[src/sv/lru_recency_list_macros.svh]
// ----------------------------------------------------------------------------
// LRU recency list assertion macros
// Shared concurrent assertion forms, clocked on clk, disabled in reset.
// ----------------------------------------------------------------------------
`ifndef LRU_RECENCY_LIST_MACROS_SVH
`define LRU_RECENCY_LIST_MACROS_SVH

// Same-cycle implication.
`define LRL_ASSERT_NOW(name, ante, cons, msg) \
  name: assert property (@(posedge clk) disable iff (!rst_n) (ante) |-> (cons)) \
    else $error(msg);

// Next-cycle implication.
`define LRL_ASSERT_NEXT(name, ante, cons, msg) \
  name: assert property (@(posedge clk) disable iff (!rst_n) (ante) |=> (cons)) \
    else $error(msg);

`endif

[src/sv/lrl_pkg.sv]
// ----------------------------------------------------------------------------
// LRU recency list package
// Field widths, opcodes and the control struct shared by the cells.
// ----------------------------------------------------------------------------
package lrl_pkg;

  localparam int KEY_W = 32;
  localparam int OP_W  = 2;
  localparam int OCC_W = 5;
  localparam int CAP_W = 5;

  localparam logic [CAP_W-1:0] CAP_RESET = 5'd16;

  localparam logic [OP_W-1:0] OP_INSERT = 2'd0;
  localparam logic [OP_W-1:0] OP_REMOVE = 2'd1;
  localparam logic [OP_W-1:0] OP_USE    = 2'd2;
  localparam logic [OP_W-1:0] OP_FIND   = 2'd3;

  // Broadcast to every cell in the chain.
  typedef struct packed {
    logic push;  // shift toward the rear, new key enters at the front
    logic pull;  // close the gap left by the front-most match
  } lrl_ctl_t;

endpackage

[src/sv/lru_recency_list.sv]
// ----------------------------------------------------------------------------
// LRU recency list
// Recency-ordered key list built as a chain of compare-and-shift cells.
// ----------------------------------------------------------------------------
// Result: registered when the item is accepted; a use of a key that hits drops
//   each copy in turn, then pushes the key, and only then registers its result.
// Throughput: insert, remove and find take one item per cycle unless a use is
//   running or the result slot is held; all cells match and shift once per cycle.
// Reset: synchronous, active low; empties the list, capacity back to 16.
`include "lru_recency_list_macros.svh"

module lru_recency_list
  import lrl_pkg::*;
#(
  parameter int DEPTH = 16
) (
  input  logic             clk,
  input  logic             rst_n,
  // cfg: capacity_limit
  input  logic             cfg_wr_en,
  input  logic [CAP_W-1:0] cfg_wr_data,
  // in_tdata: [1:0] opcode, [33:2] key, [39:34] zero
  input  logic             in_tvalid,
  output logic             in_tready,
  input  logic [39:0]      in_tdata,
  // out_tdata: [0] flag, [5:1] occupancy, [7:6] zero
  output logic             out_tvalid,
  input  logic             out_tready,
  output logic [7:0]       out_tdata
);

  localparam int CW = $clog2(DEPTH + 1);
  localparam int MW = (CW > CAP_W) ? CW : CAP_W;

  logic [CAP_W-1:0] cap_r;
  logic [CW-1:0]    count_r, count_nxt;
  logic             busy_r, busy_nxt;
  logic [KEY_W-1:0] key_r, key_nxt;
  logic             out_valid_r, out_valid_nxt;
  logic             out_flag_r, out_flag_nxt;
  logic [OCC_W-1:0] out_occ_r;

  logic [OP_W-1:0]  in_op;
  logic [KEY_W-1:0] in_key;
  logic [KEY_W-1:0] cmp_key;
  logic             fire;
  logic             any_match;
  logic             evict;
  logic [MW-1:0]    eff_cap;
  logic [MW-1:0]    cap_ext;
  lrl_ctl_t         ctl;

  logic [DEPTH:0]   seen;
  logic [DEPTH-1:0] valid;
  logic [KEY_W-1:0] entries [DEPTH];

  assign in_op  = in_tdata[1:0];
  assign in_key = in_tdata[33:2];

  // Take an item only between use sequences and with the result slot free.
  assign in_tready = !busy_r && (!out_valid_r || out_tready);
  assign fire      = in_tvalid && in_tready;

  // Mid-use, keep comparing against the latched key.
  assign cmp_key = busy_r ? key_r : in_key;

  // Clamp capacity to 1..DEPTH.
  assign cap_ext = MW'(cap_r);
  always_comb begin
    if (cap_r == '0) begin
      eff_cap = MW'(1);
    end else if (cap_ext > MW'(DEPTH)) begin
      eff_cap = MW'(DEPTH);
    end else begin
      eff_cap = cap_ext;
    end
  end
  assign evict = MW'(count_r) >= eff_cap;

  // The cell chain: slot 0 is the front.
  assign seen[0] = 1'b0;
  generate
    for (genvar i = 0; i < DEPTH; i++) begin : g_cell
      assign valid[i] = CW'(i) < count_r;
      lrl_cell u_cell (
        .clk     (clk),
        .ctl     (ctl),
        .cmp_key (cmp_key),
        .valid_i (valid[i]),
        .left_i  ((i == 0) ? cmp_key : entries[(i == 0) ? 0 : i - 1]),
        .right_i (entries[(i == DEPTH - 1) ? i : i + 1]),
        .seen_i  (seen[i]),
        .seen_o  (seen[i+1]),
        .entry_o (entries[i])
      );
    end
  endgenerate
  assign any_match = seen[DEPTH];

  // Sequencer: insert, remove, find and a missed use finish at accept; a use that
  // hits drops one copy per cycle, then pushes the key to the front.
  always_comb begin
    ctl           = '0;
    count_nxt     = count_r;
    busy_nxt      = busy_r;
    key_nxt       = key_r;
    out_valid_nxt = out_valid_r && !out_tready;
    out_flag_nxt  = out_flag_r;
    if (busy_r) begin
      if (any_match) begin
        ctl.pull  = 1'b1;
        count_nxt = count_r - CW'(1);
      end else begin
        ctl.push      = 1'b1;
        count_nxt     = count_r + CW'(1);
        busy_nxt      = 1'b0;
        out_valid_nxt = 1'b1;
        out_flag_nxt  = 1'b1;
      end
    end else if (fire) begin
      out_valid_nxt = 1'b1;
      out_flag_nxt  = any_match;
      case (in_op)
        OP_INSERT: begin
          ctl.push     = 1'b1;
          out_flag_nxt = evict;
          if (!evict) begin
            count_nxt = count_r + CW'(1);
          end
        end
        OP_REMOVE: begin
          if (any_match) begin
            ctl.pull  = 1'b1;
            count_nxt = count_r - CW'(1);
          end
        end
        OP_USE: begin
          if (any_match) begin
            // Hold the result until the key sits at the front.
            ctl.pull      = 1'b1;
            count_nxt     = count_r - CW'(1);
            busy_nxt      = 1'b1;
            key_nxt       = in_key;
            out_valid_nxt = 1'b0;
          end
        end
        OP_FIND: begin
        end
        default: begin
        end
      endcase
    end
  end

  always_ff @(posedge clk) begin
    if (!rst_n) begin
      cap_r       <= CAP_RESET;
      count_r     <= '0;
      busy_r      <= 1'b0;
      out_valid_r <= 1'b0;
    end else begin
      if (cfg_wr_en) begin
        cap_r <= cfg_wr_data;
      end
      count_r     <= count_nxt;
      busy_r      <= busy_nxt;
      out_valid_r <= out_valid_nxt;
    end
  end

  always_ff @(posedge clk) begin
    key_r      <= key_nxt;
    out_flag_r <= out_flag_nxt;
    out_occ_r  <= OCC_W'(count_nxt);
  end

  assign out_tvalid = out_valid_r;
  assign out_tdata  = {2'b00, out_occ_r, out_flag_r};

  `LRL_ASSERT_NOW(a_count_bound, 1'b1, count_r <= CW'(DEPTH), "occupancy above depth")
  `LRL_ASSERT_NOW(a_ctl_excl, ctl.push, !ctl.pull, "push and pull together")
  `LRL_ASSERT_NOW(a_busy_stall, busy_r, !in_tready && !out_valid_r, "item taken mid-use")
  `LRL_ASSERT_NEXT(a_insert_grow, fire && in_op == OP_INSERT && !evict,
    count_r == $past(count_r) + CW'(1), "insert without eviction did not grow list")

endmodule

[src/sv/lrl_cell.sv]
// ----------------------------------------------------------------------------
// LRU recency list cell
// One list slot: holds a key, compares it and shifts with its neighbors.
// ----------------------------------------------------------------------------
module lrl_cell
  import lrl_pkg::*;
(
  input  logic             clk,
  input  lrl_ctl_t         ctl,
  input  logic [KEY_W-1:0] cmp_key,
  input  logic             valid_i,
  input  logic [KEY_W-1:0] left_i,
  input  logic [KEY_W-1:0] right_i,
  input  logic             seen_i,
  output logic             seen_o,
  output logic [KEY_W-1:0] entry_o
);

  logic [KEY_W-1:0] entry_r;
  logic [KEY_W-1:0] entry_nxt;
  logic             match;

  assign match  = valid_i && (entry_r == cmp_key);
  assign seen_o = seen_i | match;

  always_comb begin
    if (ctl.push) begin
      entry_nxt = left_i;
    end else if (ctl.pull && seen_o) begin
      entry_nxt = right_i;
    end else begin
      entry_nxt = entry_r;
    end
  end

  always_ff @(posedge clk) begin
    entry_r <= entry_nxt;
  end

  assign entry_o = entry_r;

endmodule

[config.mk]
export PLATFORM = sky130hd
export DESIGN_NAME = lru_recency_list
export DESIGN_NICKNAME = d
export VERILOG_FILES = /design/src/sv/lrl_pkg.sv /design/src/sv/lru_recency_list.sv /design/src/sv/lrl_cell.sv
export VERILOG_INCLUDE_DIRS = /design/src /design/src/sv
export SDC_FILE = /design/constraint.sdc
export NUM_CORES = 1
export LEC_CHECK = 0
export BUFFER_PORTS_ARGS = -buffer_cell sky130_fd_sc_hd__buf_2
export CORE_MARGIN = 3
export CORE_UTILIZATION = 64
export CTS_CLUSTER_DIAMETER = 200
export DETAILED_ROUTE_END_ITERATION = 6
export PLACE_DENSITY = 0.85
export REMOVE_ABC_BUFFERS = 1
export SKIP_LAST_GASP = 1
export SLEW_MARGIN = 20
export SYNTH_ARGS = -nofsm -noshare
export SYNTH_HDL_FRONTEND = slang
export SYNTH_SLANG_ARGS = --single-unit
export TNS_END_PERCENT = 100
[constraint.sdc]
create_clock -name clk -period 10.2 [get_ports clk]
set_input_delay 1.53 -clock clk [delete_from_list [all_inputs] [get_ports clk]]
set_output_delay 1.53 -clock clk [all_outputs]
set_load 0.05 [all_outputs]
==> implementation parameters <==
Parameter                              Value

Hold path
  Worst hold path class ... reg2reg
  Count of cells along the worst hold path ... 0

Setup path
  CP Max Fanout ... 61
  Critical path required time ... 10570 ps
  Cell at the slowest stage of the critical path ... mux2i_4
  WP buf/inv ... 3
  Element type at the critical path end ... flip-flop
  Critical path class ... reg2reg
  Critical path's most frequent cell ... buf_4
  Crit path largest cell delay ... 960 ps
  Number of cells on the critical path ... 12
  Cell depth of the worst flop-to-flop path ... 12
  Dominant delay contributor by cell family on the critical path ... buffers and inverters
  CP Cell Sequence ... buf_4 -> mux2i_4 -> xnor2_1 -> nor4_1 -> nand4_1 -> nor4_2 -> nor4_4 -> nand4_4 -> o22ai_4 -> buf_4 -> buf_4 -> mux2_4
  Arrival @ worst endpoint ... 7480 ps
  Category of the worst setup path launch point ... flip-flop

STA
  Peak Freq ... 141 MHz
  Slew HR ... 0.177
  Setup repair after global routing missed its margin ... no
  Count of pins over their slew limit ... 0
  Period utilisation layout ... 0.697
  Hold Fails Final Rpt ... 0
  Pin slew with the least headroom to its limit ... 1210 ps
  Final Skew ... ~25 ps
  Time the final worst path needs with I/O delays and setup ... 7110 ps
  Final-report setup violation count ... 0
  Hold Slack ... roughly 510 ps
  Aggregate negative setup slack ... 0 ps

Route
  Final Routed Wirelength ... 81.3 mm
  Avg WL per Cell ... 28.4 µm
  DRC violation count after routing ... 0
  Antenna Violating Nets Remaining ... 0
  Via/cell ratio ... 6.48
  Vias after detailed routing ... 18522
  Starting DRC count in detailed routing ... 2602
  Pre-Repair DR Iteration Count ... 5

Clock tree
  Post-cts sizing count ... 0
  Bufs on Longest Clock Path ... 3
  CTS Root Buffer Type ... clkbuf_16
  H-tree depth reported by CTS ... 2
  Hold buffer count at cts ... 0
  Clock-pin slew reported for the worst setup and hold paths after clock tree synthesis ... 60 ps
  Number of buffers created by CTS ... 59
  Total clock sinks ... 562
  CTS tree ... yes
  Clock latency reported for the late side of the worst-skew pair ... 630 ps
  Postcts setup bufs ... 0

Power
  Psw ... 1.26 mW
  Maximum ir drop on the vdd rail ... 0.000131 V
  Sequential power share ... 0.509
  Internal Pwr Total ... roughly 4 mW
  Switching power as a share of total power ... 0.240
  Clock Power Share ... 0.382
  Lkg Pwr ... 11.6 nW
  Portion of total power attributed to combinational logic ... 0.109
  Power density of the placed cells ... approximately 150 nW/µm²
  Overall Power ... 5.24 mW

Synthesis
  Share of the synthesized area in the top cell type ... 0.499
  Syn Inst Count ... 2096
  Post-synth EDFFs ... 545
  Cells taking the most area after synthesis ... edfxtp_1, mux2_4, xnor2_1
  Fraction of the yosys area taken by sequential cells ... 0.510
  Register bit count reported by yosys ... 562
  Synth Flop Type ... edfxtp_1
  Per-instance average area after synthesis ... ~16 µm²
  Largest area contributor in the synthesized netlist ... edfxtp_1
  Post-Syn Area ... approximately 33000 µm²
  Post-synthesis cell type count ... 51
  Yosys warning count ... 0
  Proportion of register bits with asynchronous set or reset after synthesis ... 0

Floorplanning
  Die outline area ... 53900 µm²
  Die span in y ... 232 µm
  Count of pins on the block boundary ... 60
  Area of the core ... roughly 50000 µm²
  Die W ... 232 µm
  Initial core utilization ... 0.650
  Site Rows ... between 80 and 90

GRT
  Total global routing track utilization ... 0.301
  Maximum number of pins on one net before global-route repair ... 151
  Global routing usage on met3 ... 0.0312
  Global-route wire length before repair ... 120 mm
  Initial antenna violation count ... 0
  GRT met1 Usage ... 0.404
  Met2 demand-to-capacity share in global routing ... 0.480
  Global routing's busiest layer ... met2
  Total overflow reported by the global router ... 0
  Via count of the first global-routing pass ... 18446

Placed design
  Final weighted congestion of routability-driven global placement ... slightly below 1
  Placed wire-length estimate after detailed placement ... a little under 60 mm
  Quantity of I/O buffers inserted on ports ... 51

Layout
  Area Overhead vs Synth ... 5.59%
  Filler cell count in the final layout ... about 3200
  Number of antenna diodes ... 0
  Share of final-layout standard cells stronger than drive strength 1 ... 0.317
  Number of nets at the end of the flow ... approximately 2200

Run status
  Result of the run ... finished, final reports clean

Run
  Max-cap violation count ... 0
## final cells by class
class | count | area, µm² | share of cell area
Sequential cell | 562 | 16700 | 0.483
Timing Repair Buffer | 88 | 591 | 0.0171
Clock inverter | 22 | 138 | 0.00398
Inverter | 12 | 45.0 | 0.00130
Multi-Input combinational cell | 1416 | 14700 | 0.424
Tap cell | 672 | 841 | 0.0243
Clock buffer | 87 | 1610 | 0.0466
## cell families (layout without fill, tap and decap cells)
logic type               Yosys count  in the layout  synth area share
buffers and inverters            119            209            0.0444
AND/OR/NAND/NOR                  297            297            0.0512
adder cells (fa/ha/maj)           13             13           0.00496
other                              1              2          0.000114
flip-flops                       562            562             0.510
XOR/XNOR                         516            516             0.138
AO/OA/AOI/OAI                     97             97            0.0221
multiplexers                     491            491             0.229
## cell usage after synthesis, drive strengths merged, types with 4 or more instances
cell type and n:
xnor2 459, nand2 27, a21o 11, nand3 16, o21ai 11, buf 98
nand4 35, a221oi 4, edfxtp 545, and2 5, nor4 118, mux2i 41
o21bai 8, ha 13, dfxtp 17, clkbuf 9, a21oi 50, inv 11
xor2 57, nand2b 5, mux2 450, nor2 60, nor3 22
## per-layer routing
layer / part of all wire / routed length [µm]
met4: 0.066 / 5340
met3: 0.074 / 6000
met2: 0.47 / 38400
met1: 0.39 / 31500
met5: 0 / 0
## through the flow
step	setup WS (ps)	area, µm²	std cells	util
4_1_cts	3250	34600	2858	0.686
5_1_grt	2860	34600	2859	0.687
3_3_place_gp	3370	32800	2748	0.651
2_1_floorplan	-9430	31400	1990	-
6_report	3090	34600	2859	0.687
3_5_place_dp	3230	32800	2749	0.652
## sequential cells by signal, indices dropped and copies added (netlist names)
register               cells
count_r                    5
out_tvalid                 1
key_r                     32
out_flag_r                 1
cap_ext                    5
out_occ_r                  5
busy_r                     1
g_cell.u_cell.entry_o    512
## layout by cell type (no fill, tap or decap), drive strengths merged, types with 41 or more instances in the layout
cell / instances
clkbuf: 87
xnor2: 459
mux2i: 41
nor4: 118
xor2: 57
mux2: 450
buf: 88
a21oi: 50
edfxtp: 545
nor2: 60
## power by group through the flow
stage | clock network (mW) | registers [mW] | logic (mW)
after global placement | 0 | 2.71 | 0.538
final | 2.00 | 2.67 | 0.569
after detailed placement | 0 | 2.71 | 0.557
after CTS | 2.02 | 2.67 | 0.562
after floorplan | 0 | 2.70 | 0.527
after global routing | 2.10 | 2.67 | 0.593
## worst paths after layout
| check | end | from | slack [ps] |
|---|---|---|---|
| setup reg to reg | g_cell[2].u_cell.entry_o[7] | busy_r | 3090 |
| hold / removal | g_cell[15].u_cell.entry_o[17] | g_cell[14].u_cell.entry_o[17] | 510 |
| hold reg to reg | g_cell[15].u_cell.entry_o[17] | g_cell[14].u_cell.entry_o[17] | 510 |
| setup / recovery | g_cell[2].u_cell.entry_o[7] | busy_r | 3090 |
(Power assumes the default switching activity.)
